$ cat src/hwu_pkg.sv
// Shared widths, codes and types of the hashed timing wheel.
// No dependencies; used by the divider, the top level, the checker and the testbench.
`timescale 1ns / 1ps

package hwu_pkg;

    localparam int CMD_W       = 2;
    localparam int DELAY_W     = 31;
    localparam int ID_W        = 16;
    localparam int KIND_W      = 3;
    localparam int SLOT_W      = 8;
    localparam int ROUNDS_W    = 31;
    localparam int SLOT_CNT_W  = 9;
    localparam int PERIOD_W    = 16;
    localparam int CFG_DATA_W  = 16;
    localparam int CFG_INDEX_W = 1;
    localparam int S_TDATA_W   = 48;
    localparam int M_TDATA_W   = 56;

    localparam int MAX_SLOTS          = 256;
    localparam int MAX_TIMERS_DEFAULT = 32;

    // commands
    localparam logic [CMD_W-1:0] CMD_ADD    = 2'd0;
    localparam logic [CMD_W-1:0] CMD_CANCEL = 2'd1;
    localparam logic [CMD_W-1:0] CMD_TICK   = 2'd2;
    localparam logic [CMD_W-1:0] CMD_NONE   = 2'd3;

    // result kinds
    localparam logic [KIND_W-1:0] KIND_ADDED     = 3'd0;
    localparam logic [KIND_W-1:0] KIND_FULL      = 3'd1;
    localparam logic [KIND_W-1:0] KIND_CANCELLED = 3'd2;
    localparam logic [KIND_W-1:0] KIND_NOT_FOUND = 3'd3;
    localparam logic [KIND_W-1:0] KIND_FIRED     = 3'd4;
    localparam logic [KIND_W-1:0] KIND_TICK_NONE = 3'd5;

    // configuration register indexes
    localparam logic [CFG_INDEX_W-1:0] REG_SLOT_COUNT  = 1'd0;
    localparam logic [CFG_INDEX_W-1:0] REG_TICK_PERIOD = 1'd1;

    localparam logic [SLOT_CNT_W-1:0] SLOT_COUNT_RESET  = 9'd256;
    localparam logic [PERIOD_W-1:0]   TICK_PERIOD_RESET = 16'd1;
    localparam logic [ID_W-1:0]       ID_FIRST          = 16'd1;
    localparam logic [ID_W-1:0]       ID_LAST           = 16'hFFFF;

    typedef struct packed {
        logic [ID_W-1:0]     id;
        logic [SLOT_W-1:0]   slot;
        logic [ROUNDS_W-1:0] rounds;
    } entry_t;

    typedef struct packed {
        logic                start;
        logic [DELAY_W-1:0]  dividend;
        logic [PERIOD_W-1:0] divisor;
    } div_req_t;

    typedef struct packed {
        logic                done;
        logic [DELAY_W-1:0]  quotient;
        logic [PERIOD_W-1:0] remainder;
    } div_rsp_t;

endpackage

$ cat src/hwu_divider.sv
// Radix-2 restoring divider, one quotient bit per cycle.
// Depends on hwu_pkg (div_req_t, div_rsp_t, widths).
`timescale 1ns / 1ps

module hwu_divider (
    input  logic              aclk,
    input  logic              aresetn,
    input  hwu_pkg::div_req_t req,
    output hwu_pkg::div_rsp_t rsp
);

    localparam int QW     = hwu_pkg::DELAY_W;
    localparam int RW     = hwu_pkg::PERIOD_W;
    localparam int STEP_W = $clog2(QW);
    localparam logic [STEP_W-1:0] LAST_STEP = STEP_W'(QW - 1);

    logic              busy_reg;
    logic              done_reg;
    logic [STEP_W-1:0] step_reg;
    logic [QW-1:0]     quo_reg;
    logic [RW-1:0]     rem_reg;
    logic [RW-1:0]     divisor_reg;

    logic [RW:0] trial;
    logic [RW:0] diff;
    logic        fits;

    assign trial = {rem_reg, quo_reg[QW-1]};
    assign fits  = trial >= {1'b0, divisor_reg};
    assign diff  = trial - {1'b0, divisor_reg};

    always_ff @(posedge aclk) begin
        if (!aresetn) begin
            busy_reg <= 1'b0;
            done_reg <= 1'b0;
            step_reg <= '0;
        end else begin
            done_reg <= 1'b0;
            if (req.start) begin
                busy_reg <= 1'b1;
                step_reg <= '0;
            end else if (busy_reg) begin
                step_reg <= step_reg + 1'b1;
                if (step_reg == LAST_STEP) begin
                    busy_reg <= 1'b0;
                    done_reg <= 1'b1;
                end
            end
        end
    end

    always_ff @(posedge aclk) begin
        if (req.start) begin
            quo_reg     <= req.dividend;
            rem_reg     <= '0;
            divisor_reg <= req.divisor;
        end else if (busy_reg) begin
            quo_reg <= {quo_reg[QW-2:0], fits};
            rem_reg <= fits ? diff[RW-1:0] : trial[RW-1:0];
        end
    end

    assign rsp.done      = done_reg;
    assign rsp.quotient  = quo_reg;
    assign rsp.remainder = rem_reg;

endmodule

$ cat src/hashed_timing_wheel_unit.sv
// Top level of the single-level hashed timing wheel.
// Depends on hwu_pkg and hwu_divider; timer table held in a local RAM.
`timescale 1ns / 1ps
//
//  channel  dir  handshake          payload
//  -------  ---  -----------------  ---------------------------------------------
//  s_       in   s_tvalid/s_tready  tuser: command; tdata: delay_ms, timer_id
//  m_       out  m_tvalid/m_tready  tuser: kind; tdata: id, slot, rounds; tlast
//  cfg_     in   cfg_wr_en          cfg_index selects register, cfg_wr_data
//
//  Add: two serial divides, plus a third divide for the modulo when the slot
//  pointer sits beyond a shrunk slot count. Cancel and tick: a scan of the
//  live timers, one table entry per cycle through the single RAM read port
//  unless m_ stalls a tick's scan; a tick adds a divide when the pointer needs a
//  full modulo. One item is in flight at a time; s_tready is high only idle.
//  Reset (aresetn low, synchronous) empties the table, pointer 0, next id 1.
//  A stalled m_ side holds the scan whenever a second fired timer is found.

module hashed_timing_wheel_unit #(
    parameter int MAX_TIMERS = hwu_pkg::MAX_TIMERS_DEFAULT
) (
    input  logic                               aclk,
    input  logic                               aresetn,
    // input items
    input  logic                               s_tvalid,
    output logic                               s_tready,
    input  logic [hwu_pkg::S_TDATA_W-1:0]      s_tdata,   // delay_ms[30:0], timer_id[46:31]
    input  logic [hwu_pkg::CMD_W-1:0]          s_tuser,   // command
    // result items
    output logic                               m_tvalid,
    input  logic                               m_tready,
    output logic [hwu_pkg::M_TDATA_W-1:0]      m_tdata,   // id[15:0], slot[23:16], rounds[54:24]
    output logic [hwu_pkg::KIND_W-1:0]         m_tuser,   // kind
    output logic                               m_tlast,
    // configuration writes
    input  logic                               cfg_wr_en,
    input  logic [hwu_pkg::CFG_INDEX_W-1:0]    cfg_index,
    input  logic [hwu_pkg::CFG_DATA_W-1:0]     cfg_wr_data
);

    localparam int IDX_W = (MAX_TIMERS > 1) ? $clog2(MAX_TIMERS) : 1;
    localparam int CNT_W = $clog2(MAX_TIMERS + 1);
    localparam int SW    = hwu_pkg::SLOT_W;
    localparam int SCW   = hwu_pkg::SLOT_CNT_W;

    typedef enum logic [2:0] {
        ST_IDLE,
        ST_DIV_TICKS,     // delay / period
        ST_DIV_SLOTS,     // ticks / slots
        ST_DIV_SLOT_MOD,  // (pointer + ticks mod slots) mod slots, slow path
        ST_SCAN,          // walk the table, compact in place
        ST_FINISH,        // final result and commit
        ST_DIV_PTR_MOD    // (pointer + 1) mod slots, slow path
    } state_t;

    // ---------------- configuration ----------------
    logic [SCW-1:0]               slot_count_reg;
    logic [hwu_pkg::PERIOD_W-1:0] tick_period_reg;

    always_ff @(posedge aclk) begin
        if (!aresetn) begin
            slot_count_reg  <= hwu_pkg::SLOT_COUNT_RESET;
            tick_period_reg <= hwu_pkg::TICK_PERIOD_RESET;
        end else if (cfg_wr_en) begin
            unique case (cfg_index)
                hwu_pkg::REG_SLOT_COUNT:  slot_count_reg  <= cfg_wr_data[SCW-1:0];
                hwu_pkg::REG_TICK_PERIOD: tick_period_reg <= cfg_wr_data;
                default: ;
            endcase
        end
    end

    logic [SCW-1:0]               slots_eff;
    logic [hwu_pkg::PERIOD_W-1:0] period_eff;

    // zero slots acts as one, oversize clamps to the wheel size
    assign slots_eff  = (slot_count_reg == '0) ? SCW'(1) :
                        (slot_count_reg > SCW'(hwu_pkg::MAX_SLOTS)) ?
                        SCW'(hwu_pkg::MAX_SLOTS) : slot_count_reg;
    assign period_eff = (tick_period_reg == '0) ? hwu_pkg::PERIOD_W'(1) : tick_period_reg;

    // ---------------- state ----------------
    state_t                        state_reg;
    logic [hwu_pkg::CMD_W-1:0]     op_reg;
    logic                          full_reg;
    logic [CNT_W-1:0]              count_reg;     // live timers, packed at low indexes
    logic [SW-1:0]                 cur_slot_reg;
    logic [hwu_pkg::ID_W-1:0]      next_id_reg;
    logic [CNT_W-1:0]              rd_idx_reg;
    logic [CNT_W-1:0]              wr_idx_reg;
    logic                          found_reg;
    logic                          hold_valid_reg; // newest fired timer, waits for its last flag
    logic [hwu_pkg::ID_W-1:0]      hold_id_reg;
    logic [hwu_pkg::ID_W-1:0]      tid_reg;
    logic [hwu_pkg::ROUNDS_W-1:0]  rounds_reg;
    logic [SW-1:0]                 add_slot_reg;

    logic                          out_valid_reg;
    logic [hwu_pkg::KIND_W-1:0]    out_kind_reg;
    logic [hwu_pkg::ID_W-1:0]      out_id_reg;
    logic [SW-1:0]                 out_slot_reg;
    logic [hwu_pkg::ROUNDS_W-1:0]  out_rounds_reg;
    logic                          out_last_reg;

    // timer table
    hwu_pkg::entry_t mem [MAX_TIMERS];
    hwu_pkg::entry_t mem_q;
    logic            mem_we;
    logic            mem_re;
    logic [IDX_W-1:0] mem_waddr;
    logic [IDX_W-1:0] mem_raddr;
    hwu_pkg::entry_t mem_wdata;

    hwu_pkg::div_req_t div_req;
    hwu_pkg::div_rsp_t div_rsp;

    hwu_divider u_divider (
        .aclk    (aclk),
        .aresetn (aresetn),
        .req     (div_req),
        .rsp     (div_rsp)
    );

    // ---------------- input decode ----------------
    logic [hwu_pkg::DELAY_W-1:0] in_delay;
    logic [hwu_pkg::ID_W-1:0]    in_tid;
    logic                        accept;
    logic                        add_full;

    assign in_delay = s_tdata[hwu_pkg::DELAY_W-1:0];
    assign in_tid   = s_tdata[hwu_pkg::DELAY_W +: hwu_pkg::ID_W];
    assign s_tready = (state_reg == ST_IDLE);
    assign accept   = s_tvalid && s_tready;
    assign add_full = count_reg >= CNT_W'(MAX_TIMERS);

    logic out_free;
    assign out_free = !out_valid_reg || m_tready;

    // ---------------- slot arithmetic ----------------
    logic [SCW-1:0] cur_ext;
    logic           cur_in_range;
    logic [SCW-1:0] slot_sum;
    logic [SCW-1:0] slot_wrapped;
    logic [SCW-1:0] ptr_inc;
    logic [SCW-1:0] ptr_wrapped;

    assign cur_ext      = {1'b0, cur_slot_reg};
    assign cur_in_range = cur_ext < slots_eff;
    // remainder by slots is below 256, so the low byte carries it
    assign slot_sum     = cur_ext + {1'b0, div_rsp.remainder[SW-1:0]};
    assign slot_wrapped = (slot_sum >= slots_eff) ? slot_sum - slots_eff : slot_sum;
    assign ptr_inc      = cur_ext + SCW'(1);
    assign ptr_wrapped  = (ptr_inc == slots_eff) ? '0 : ptr_inc;

    // ---------------- scan decisions ----------------
    logic             is_tick;
    logic             slot_hit;
    logic             fire;
    logic             cancel_hit;
    logic             drop;
    logic             stall;
    logic             scan_step;
    logic             scan_start;
    logic             scan_last;
    logic [CNT_W-1:0] rd_next;
    logic             add_commit;

    assign is_tick    = (op_reg == hwu_pkg::CMD_TICK);
    assign slot_hit   = (mem_q.slot == cur_slot_reg);
    assign fire       = is_tick && slot_hit && (mem_q.rounds == '0);
    // oldest live match only
    assign cancel_hit = !is_tick && !found_reg && (mem_q.id == tid_reg);
    assign drop       = fire || cancel_hit;
    // a second fire must push the held one out first
    assign stall      = fire && hold_valid_reg && !out_free;
    assign scan_step  = (state_reg == ST_SCAN) && !stall;
    assign rd_next    = rd_idx_reg + CNT_W'(1);
    assign scan_last  = (rd_next == count_reg);
    assign scan_start = accept && ((s_tuser == hwu_pkg::CMD_CANCEL) ||
                                   (s_tuser == hwu_pkg::CMD_TICK)) && (count_reg != '0);
    assign add_commit = (state_reg == ST_FINISH) && out_free &&
                        (op_reg == hwu_pkg::CMD_ADD) && !full_reg;

    always_comb begin
        mem_re    = scan_start || (scan_step && !scan_last);
        mem_raddr = scan_start ? '0 : rd_next[IDX_W-1:0];
        mem_we    = (scan_step && !drop) || add_commit;
        mem_waddr = add_commit ? count_reg[IDX_W-1:0] : wr_idx_reg[IDX_W-1:0];
        if (add_commit) begin
            mem_wdata.id     = next_id_reg;
            mem_wdata.slot   = add_slot_reg;
            mem_wdata.rounds = rounds_reg;
        end else begin
            // kept entry moves down to the write pointer
            mem_wdata = mem_q;
            if (is_tick && slot_hit) begin
                mem_wdata.rounds = mem_q.rounds - hwu_pkg::ROUNDS_W'(1);
            end
        end
    end

    // write index never passes the read index, so no forwarding is needed
    always_ff @(posedge aclk) begin
        if (mem_we) begin
            mem[mem_waddr] <= mem_wdata;
        end
        if (mem_re) begin
            mem_q <= mem[mem_raddr];
        end
    end

    // ---------------- divider requests ----------------
    always_comb begin
        div_req.start    = 1'b0;
        div_req.dividend = '0;
        div_req.divisor  = '0;
        unique case (state_reg)
            ST_IDLE: begin
                if (accept && (s_tuser == hwu_pkg::CMD_ADD) && !add_full) begin
                    div_req.start    = 1'b1;
                    div_req.dividend = in_delay;
                    div_req.divisor  = period_eff;
                end
            end
            ST_DIV_TICKS: begin
                div_req.start    = div_rsp.done;
                div_req.dividend = div_rsp.quotient;
                div_req.divisor  = hwu_pkg::PERIOD_W'(slots_eff);
            end
            ST_DIV_SLOTS: begin
                div_req.start    = div_rsp.done && !cur_in_range;
                div_req.dividend = hwu_pkg::DELAY_W'(slot_sum);
                div_req.divisor  = hwu_pkg::PERIOD_W'(slots_eff);
            end
            ST_FINISH: begin
                div_req.start    = out_free && is_tick && !cur_in_range;
                div_req.dividend = hwu_pkg::DELAY_W'(ptr_inc);
                div_req.divisor  = hwu_pkg::PERIOD_W'(slots_eff);
            end
            default: ;
        endcase
    end

    // ---------------- control ----------------
    always_ff @(posedge aclk) begin
        if (!aresetn) begin
            state_reg      <= ST_IDLE;
            count_reg      <= '0;
            cur_slot_reg   <= '0;
            next_id_reg    <= hwu_pkg::ID_FIRST;
            out_valid_reg  <= 1'b0;
            hold_valid_reg <= 1'b0;
            found_reg      <= 1'b0;
        end else begin
            if (out_valid_reg && m_tready) begin
                out_valid_reg <= 1'b0;
            end
            unique case (state_reg)
                ST_IDLE: begin
                    if (accept) begin
                        op_reg         <= s_tuser;
                        tid_reg        <= in_tid;
                        full_reg       <= add_full;
                        found_reg      <= 1'b0;
                        hold_valid_reg <= 1'b0;
                        rd_idx_reg     <= '0;
                        wr_idx_reg     <= '0;
                        case (s_tuser) inside
                            hwu_pkg::CMD_ADD:
                                state_reg <= add_full ? ST_FINISH : ST_DIV_TICKS;
                            hwu_pkg::CMD_CANCEL, hwu_pkg::CMD_TICK:
                                state_reg <= (count_reg != '0) ? ST_SCAN : ST_FINISH;
                            default: ; // unused command: dropped
                        endcase
                    end
                end
                ST_DIV_TICKS: begin
                    if (div_rsp.done) begin
                        state_reg <= ST_DIV_SLOTS;
                    end
                end
                ST_DIV_SLOTS: begin
                    if (div_rsp.done) begin
                        rounds_reg <= div_rsp.quotient;
                        if (cur_in_range) begin
                            add_slot_reg <= slot_wrapped[SW-1:0];
                            state_reg    <= ST_FINISH;
                        end else begin
                            state_reg <= ST_DIV_SLOT_MOD;
                        end
                    end
                end
                ST_DIV_SLOT_MOD: begin
                    if (div_rsp.done) begin
                        add_slot_reg <= div_rsp.remainder[SW-1:0];
                        state_reg    <= ST_FINISH;
                    end
                end
                ST_SCAN: begin
                    if (!stall) begin
                        if (fire) begin
                            if (hold_valid_reg) begin
                                out_valid_reg  <= 1'b1;
                                out_kind_reg   <= hwu_pkg::KIND_FIRED;
                                out_id_reg     <= hold_id_reg;
                                out_slot_reg   <= cur_slot_reg;
                                out_rounds_reg <= '0;
                                out_last_reg   <= 1'b0;
                            end
                            hold_id_reg    <= mem_q.id;
                            hold_valid_reg <= 1'b1;
                        end
                        if (cancel_hit) begin
                            found_reg <= 1'b1;
                        end
                        if (!drop) begin
                            wr_idx_reg <= wr_idx_reg + CNT_W'(1);
                        end
                        rd_idx_reg <= rd_next;
                        if (scan_last) begin
                            count_reg <= wr_idx_reg + CNT_W'(!drop);
                            state_reg <= ST_FINISH;
                        end
                    end
                end
                ST_FINISH: begin
                    if (out_free) begin
                        out_valid_reg  <= 1'b1;
                        out_last_reg   <= 1'b1;
                        out_id_reg     <= '0;
                        out_slot_reg   <= '0;
                        out_rounds_reg <= '0;
                        state_reg      <= ST_IDLE;
                        unique case (op_reg)
                            hwu_pkg::CMD_ADD: begin
                                if (full_reg) begin
                                    out_kind_reg <= hwu_pkg::KIND_FULL;
                                end else begin
                                    out_kind_reg   <= hwu_pkg::KIND_ADDED;
                                    out_id_reg     <= next_id_reg;
                                    out_slot_reg   <= add_slot_reg;
                                    out_rounds_reg <= rounds_reg;
                                    count_reg      <= count_reg + CNT_W'(1);
                                    next_id_reg    <= (next_id_reg == hwu_pkg::ID_LAST) ?
                                                      hwu_pkg::ID_FIRST :
                                                      next_id_reg + hwu_pkg::ID_W'(1);
                                end
                            end
                            hwu_pkg::CMD_CANCEL: begin
                                out_kind_reg <= found_reg ? hwu_pkg::KIND_CANCELLED :
                                                            hwu_pkg::KIND_NOT_FOUND;
                            end
                            hwu_pkg::CMD_TICK: begin
                                out_kind_reg   <= hold_valid_reg ? hwu_pkg::KIND_FIRED :
                                                                   hwu_pkg::KIND_TICK_NONE;
                                out_id_reg     <= hold_valid_reg ? hold_id_reg : '0;
                                out_slot_reg   <= cur_slot_reg;
                                hold_valid_reg <= 1'b0;
                                if (cur_in_range) begin
                                    cur_slot_reg <= ptr_wrapped[SW-1:0];
                                end else begin
                                    state_reg <= ST_DIV_PTR_MOD;
                                end
                            end
                            default: ;
                        endcase
                    end
                end
                ST_DIV_PTR_MOD: begin
                    if (div_rsp.done) begin
                        cur_slot_reg <= div_rsp.remainder[SW-1:0];
                        state_reg    <= ST_IDLE;
                    end
                end
                default: state_reg <= ST_IDLE;
            endcase
        end
    end

    // ---------------- result port ----------------
    assign m_tvalid = out_valid_reg;
    assign m_tuser  = out_kind_reg;
    assign m_tlast  = out_last_reg;
    assign m_tdata  = {1'b0, out_rounds_reg, out_slot_reg, out_id_reg};

endmodule

$ cat config.mk
export PLATFORM = sky130hd
export DESIGN_NAME = hashed_timing_wheel_unit
export DESIGN_NICKNAME = d
export VERILOG_FILES = /design/src/hwu_pkg.sv /design/src/hwu_divider.sv /design/src/hashed_timing_wheel_unit.sv
export SDC_FILE = /design/constraint.sdc
export NUM_CORES = 2
export LEC_CHECK = 0
export ABC_AREA = 0
export ABC_CLOCK_PERIOD_IN_PS = 11000
export BUFFER_PORTS_ARGS = -buffer_cell sky130_fd_sc_hd__buf_2
export CAP_MARGIN = 0
export CORE_MARGIN = 5
export CORE_UTILIZATION = 25
export DETAILED_ROUTE_END_ITERATION = 12
export PLACE_DENSITY = 0.42
export SLEW_MARGIN = 0
export SYNTH_ARGS = -nofsm -noshare
export SYNTH_HDL_FRONTEND = slang
export SYNTH_SLANG_ARGS = --single-unit
$ cat constraint.sdc
create_clock -name aclk -period 11 [get_ports aclk]
set_input_delay 1.1 -clock aclk [delete_from_list [all_inputs] [get_ports aclk]]
set_output_delay 1.1 -clock aclk [all_outputs]
set_load 0.01 [all_outputs]
==> summary.txt <==
Clocking
  – Clock buffer depth: 4
  – Resize count post-CTS: 0
  – Root buf cell: clkbuf_16
  – # Post-CTS Setup Buffers: 0
  – CTS tree: yes
  – CTS buffer count: between 200 and 250
  – Clock edge transition at the registers on the reported setup and hold paths: roughly 0.070 ns
  – Clk sinks: 2091
  – Hold_buf cts: 0
  – Latest clock arrival within the worst-skew pair: a little under 0.9 ns
  – # H-tree levels: 4

Die
  – Die W: between 500 and 600 um
  – Io pins: 134
  – Num rows: roughly 210
  – Core area: between 300000 and 400000 um2
  – Initial Util: roughly 25%
  – Die ar.: between 300000 and 400000 um2
  – Die height: roughly 590 um

Routing
  – Starting DRT DRC Count: 4327
  – Vias: around 50000
  – Antenna-violating nets left: 0
  – Initial DRT Pass Iterations: 8
  – WL final: approximately 280 mm
  – Vias/cell: approximately 4.8
  – DRC violations left: 0
  – Drt wl/cell: roughly 26 um

Worst setup path
  – Crit. Startpoint: state_reg[2]$_SDFFE_PN0P_
  – Buf+Inv Stages, Crit Path: 3
  – CP Capture Type: flip-flop
  – CP Class: flip-flop to flip-flop
  – Startpoint Class: flip-flop
  – Crit-path cells: nor2b_1 > nand2_1 > inv_1 > nand3_2 > nor3_1 > a31oi_1 > or2_2 > nor2_4 > buf_4 > buf_4
  – Crit-path leading delay family: simple AND/OR/NAND/NOR gates
  – CP required: 11.49 ns
  – Crit path top cell by count: buf_4
  – FF-to-FF Start: state_reg[2]$_SDFFE_PN0P_
  – Worst path max stage delay: 0.85 ns
  – CP max-delay cell: dfxtp_1
  – Worst-path fanout max: 34
  – CP Data Arrival Time: between 6 and 7 ns

STA
  – Max frequency: 169 MHz
  – Final hold violation count: 0
  – Setup_tns: 0 ns
  – Hold WS: 0.415 ns
  – Max_slew headroom: 8.56%
  – Final worst slack: between 5 and 6 ns
  – Final setup fails: 0
  – Fin crit period: 5.90 ns
  – Slew @ Worst Pin: 1.37 ns
  – Skew final: 0.0758 ns
  – Fin. max-slew vios: 0
  – Part of the cycle the worst path needs: between 50% and 60%
  – Unrepaired setup endpoints after global routing: no

Synthesis
  – Synth Area in Compound Gates: 7.64%
  – Syn nets: roughly 5700
  – Adder-cell share of the synthesized area: 0.895%
  – Synth Flop Type: edfxtp_1
  – Yosys warnings: 0
  – Synth async-reset ratio: 0%
  – Unique masters post-synth: 80
  – Simple-Gate Fraction of Synth Area: slightly above 8%
  – Syn_area_per_cell: 15.4 um2
  – Post-Synth XOR/XNOR Area: 1.31%
  – Post-Syn Instances: around 5500
  – Sequential share of the synthesized area: approximately 73%
  – Largest family of logic cells by synthesized area: simple AND/OR/NAND/NOR gates
  – Mapped Area: around 85000 um2
  – EDFF count, synth: 2007
  – Post-synthesis mux area share: 7.24%
  – Register bit total from synthesis: 2091

Place
  – Post-DP HPWL: ~150 mm
  – Gpl congestion: 0.779
  – Setup Slack @ Placement: roughly 4.9 ns
  – Placed Cells: about 10000
  – # port buffers: between 100 and 150

GRT
  – Total congestion overflow: 0
  – Total track usage: between 15 and 20%
  – First-pass GRT wire length: 387 mm
  – Number of global-route vias before repair: roughly 50000
  – Largest net degree at the start of global routing: between 100 and 150
  – Initial antenna violation count: 9

Pwr
  – Sw Pwr: between 7000 and 8000 uW
  – PD cells: 233 nW/um2
  – Register share of total power: between 40% and 50%
  – Worst vdd ir: around 170 uV
  – Clock Power Share: between 30% and 40%
  – Switching Share: roughly a third
  – Logic pwr share: 24.3%
  – Int Power: roughly 16000 uW
  – LEAKAGE: about 0.032 uW

Min path
  – Hold path start: s_tdata[32]
  – HP Class: input pin to flip-flop

Finish
  – Area of the multi-input gates: 21900 um2
  – Most flop-heavy register: mem
  – Largest register FFs: approximately 1800
  – Largest regs: mem (1760), mem_q (55)
  – Layout cells sized above 1: 14.8%
  – Final Non-Filler Cells: about 10000
  – Post-layout util: 29.0%
  – Filler Cell Count: between 30000 and 40000
  – # nets final: about 5900
  – Syn-to-layout area delta: 16.0%
  – FF/Latch Area: roughly 62000 um2

Job
  – Max_cap viols: 0

Outcome
  – Status: complete, no violations
-- kinds of logic after synthesis --
family	after synthesis
flops	2091
compound gates	1002
simple gates	1469
xor+xnor	122
other cells	1
mux	408
fa+ha+maj	59
buf+inv	382
-- Yosys cell counts, types with 8 or more instances --
master / number / area share, %
edfxtp_1: 2007 / 71
nand2_1: 777 / 3.4
a211oi_1: 264 / 2.3
a21oi_1: 252 / 1.5
clkbuf_1: 249 / 1.1
mux2i_1: 240 / 2.8
mux4_2: 165 / 4.4
and3_1: 158 / 1.2
o21ai_0: 147 / 0.87
nor2_1: 126 / 0.56
and2_1: 119 / 0.88
o22ai_1: 114 / 0.84
dfxtp_1: 84 / 2.0
xnor2_1: 75 / 0.77
nor4_1: 71 / 0.52
nor3_1: 68 / 0.40
inv_1: 57 / 0.25
ha_1: 56 / 0.82
o21ai_1: 51 / 0.30
a22o_1: 46 / 0.47
xor2_1: 44 / 0.45
nand3_1: 41 / 0.24
buf_2: 29 / 0.17
nand4_1: 27 / 0.20
a211oi_2: 20 / 0.29
a31oi_1: 19 / 0.14
buf_4: 17 / 0.15
buf_1: 16 / 0.071
nand2b_1: 15 / 0.11
nor2b_1: 15 / 0.11
or3_1: 14 / 0.10
o21a_1: 13 / 0.11
or2_2: 12 / 0.088
a221oi_1: 9 / 0.093
buf_6: 9 / 0.12
a21o_1: 8 / 0.071
-- layout by cell type (no fill, tap or decap), types with 19 or more instances in the layout --
cell type / count
a211oi_1: 264
a211oi_2: 20
a21oi_1: 251
a22o_1: 46
a31oi_1: 19
and2_1: 118
and3_1: 158
buf_2: 131
buf_4: 148
bufinv_16: 20
clkbuf_1: 43
clkbuf_16: 226
clkinv_1: 61
clkinv_2: 31
dfxtp_1: 84
edfxtp_1: 2007
ha_1: 56
inv_1: 57
mux2i_1: 240
mux4_2: 165
nand2_1: 772
nand3_1: 40
nand4_1: 27
nor2_1: 115
nor3_1: 40
nor3_2: 28
nor4_1: 69
o21ai_0: 114
o21ai_1: 52
o21ai_2: 30
o22ai_1: 114
xnor2_1: 74
xor2_1: 43
-- worst reg2reg max path, delay by kind of cell, from the launching register on --
kind            cells  cell delay [ns]
flops               1             0.85
buf+inv             3             1.47
compound gates      1             0.23
simple gates        6             2.89
-- final timing paths --
| check | endpoint | slack [ns] | cells after the start |
|---|---|---|---|
| worst max-delay path | mem[6][13]$_DFFE_PP_ | 5.10 | 10 |
| worst min-delay path | tid_reg[1]$_DFFE_PP_ | 0.42 | 1 |
| worst max register to register | mem[6][13]$_DFFE_PP_ | 5.10 | 10 |
| worst min register to register | rounds_reg[7]$_DFFE_PP_ | 0.45 | 0 |
-- metrics by stage --
| step | total power [uW] | instance area [um2] |
|---|---|---|
| 3_5_place_dp | 15800 | 91600 |
| 5_1_grt | 23900 | 98500 |
| 6_report | 22900 | 98500 |
| 4_1_cts | 23200 | 98500 |
| 3_3_place_gp | 15800 | 91600 |
| 2_1_floorplan | 13600 | 85000 |
-- power by group through the flow --
stage / Clock, uW / Combinational [uW] / Sequential, uW
2_1_floorplan: 0 / 3520 / 10100
5_1_grt: 7840 / 6040 / 10100
3_5_place_dp: 0 / 5620 / 10200
6_report: 7320 / 5580 / 10000
4_1_cts: 7520 / 5640 / 10000
3_3_place_gp: 0 / 5580 / 10200
-- per-layer routing --
metal	up-vias	wire, um	global-route usage [%]
li1	21900	-	-
met3	316	12600	1.86
met2	1240	132000	25.4
met4	0	5320	3.16
met5	-	0	0
met1	26400	126000	21.3
-- cell type report --
class / count / share of cell area, %
sequential: 2091 / 62.9
multi-input combinational: 3061 / 22.2
clock buffer: 270 / 5.92
tap: 4536 / 5.76
timing repair buffer: 286 / 1.93
clock inverter: 122 / 1.11
inverter: 58 / 0.221
antenna: 6 / 0.0152
No activity file was read; power rests on OpenSTA's default activity.
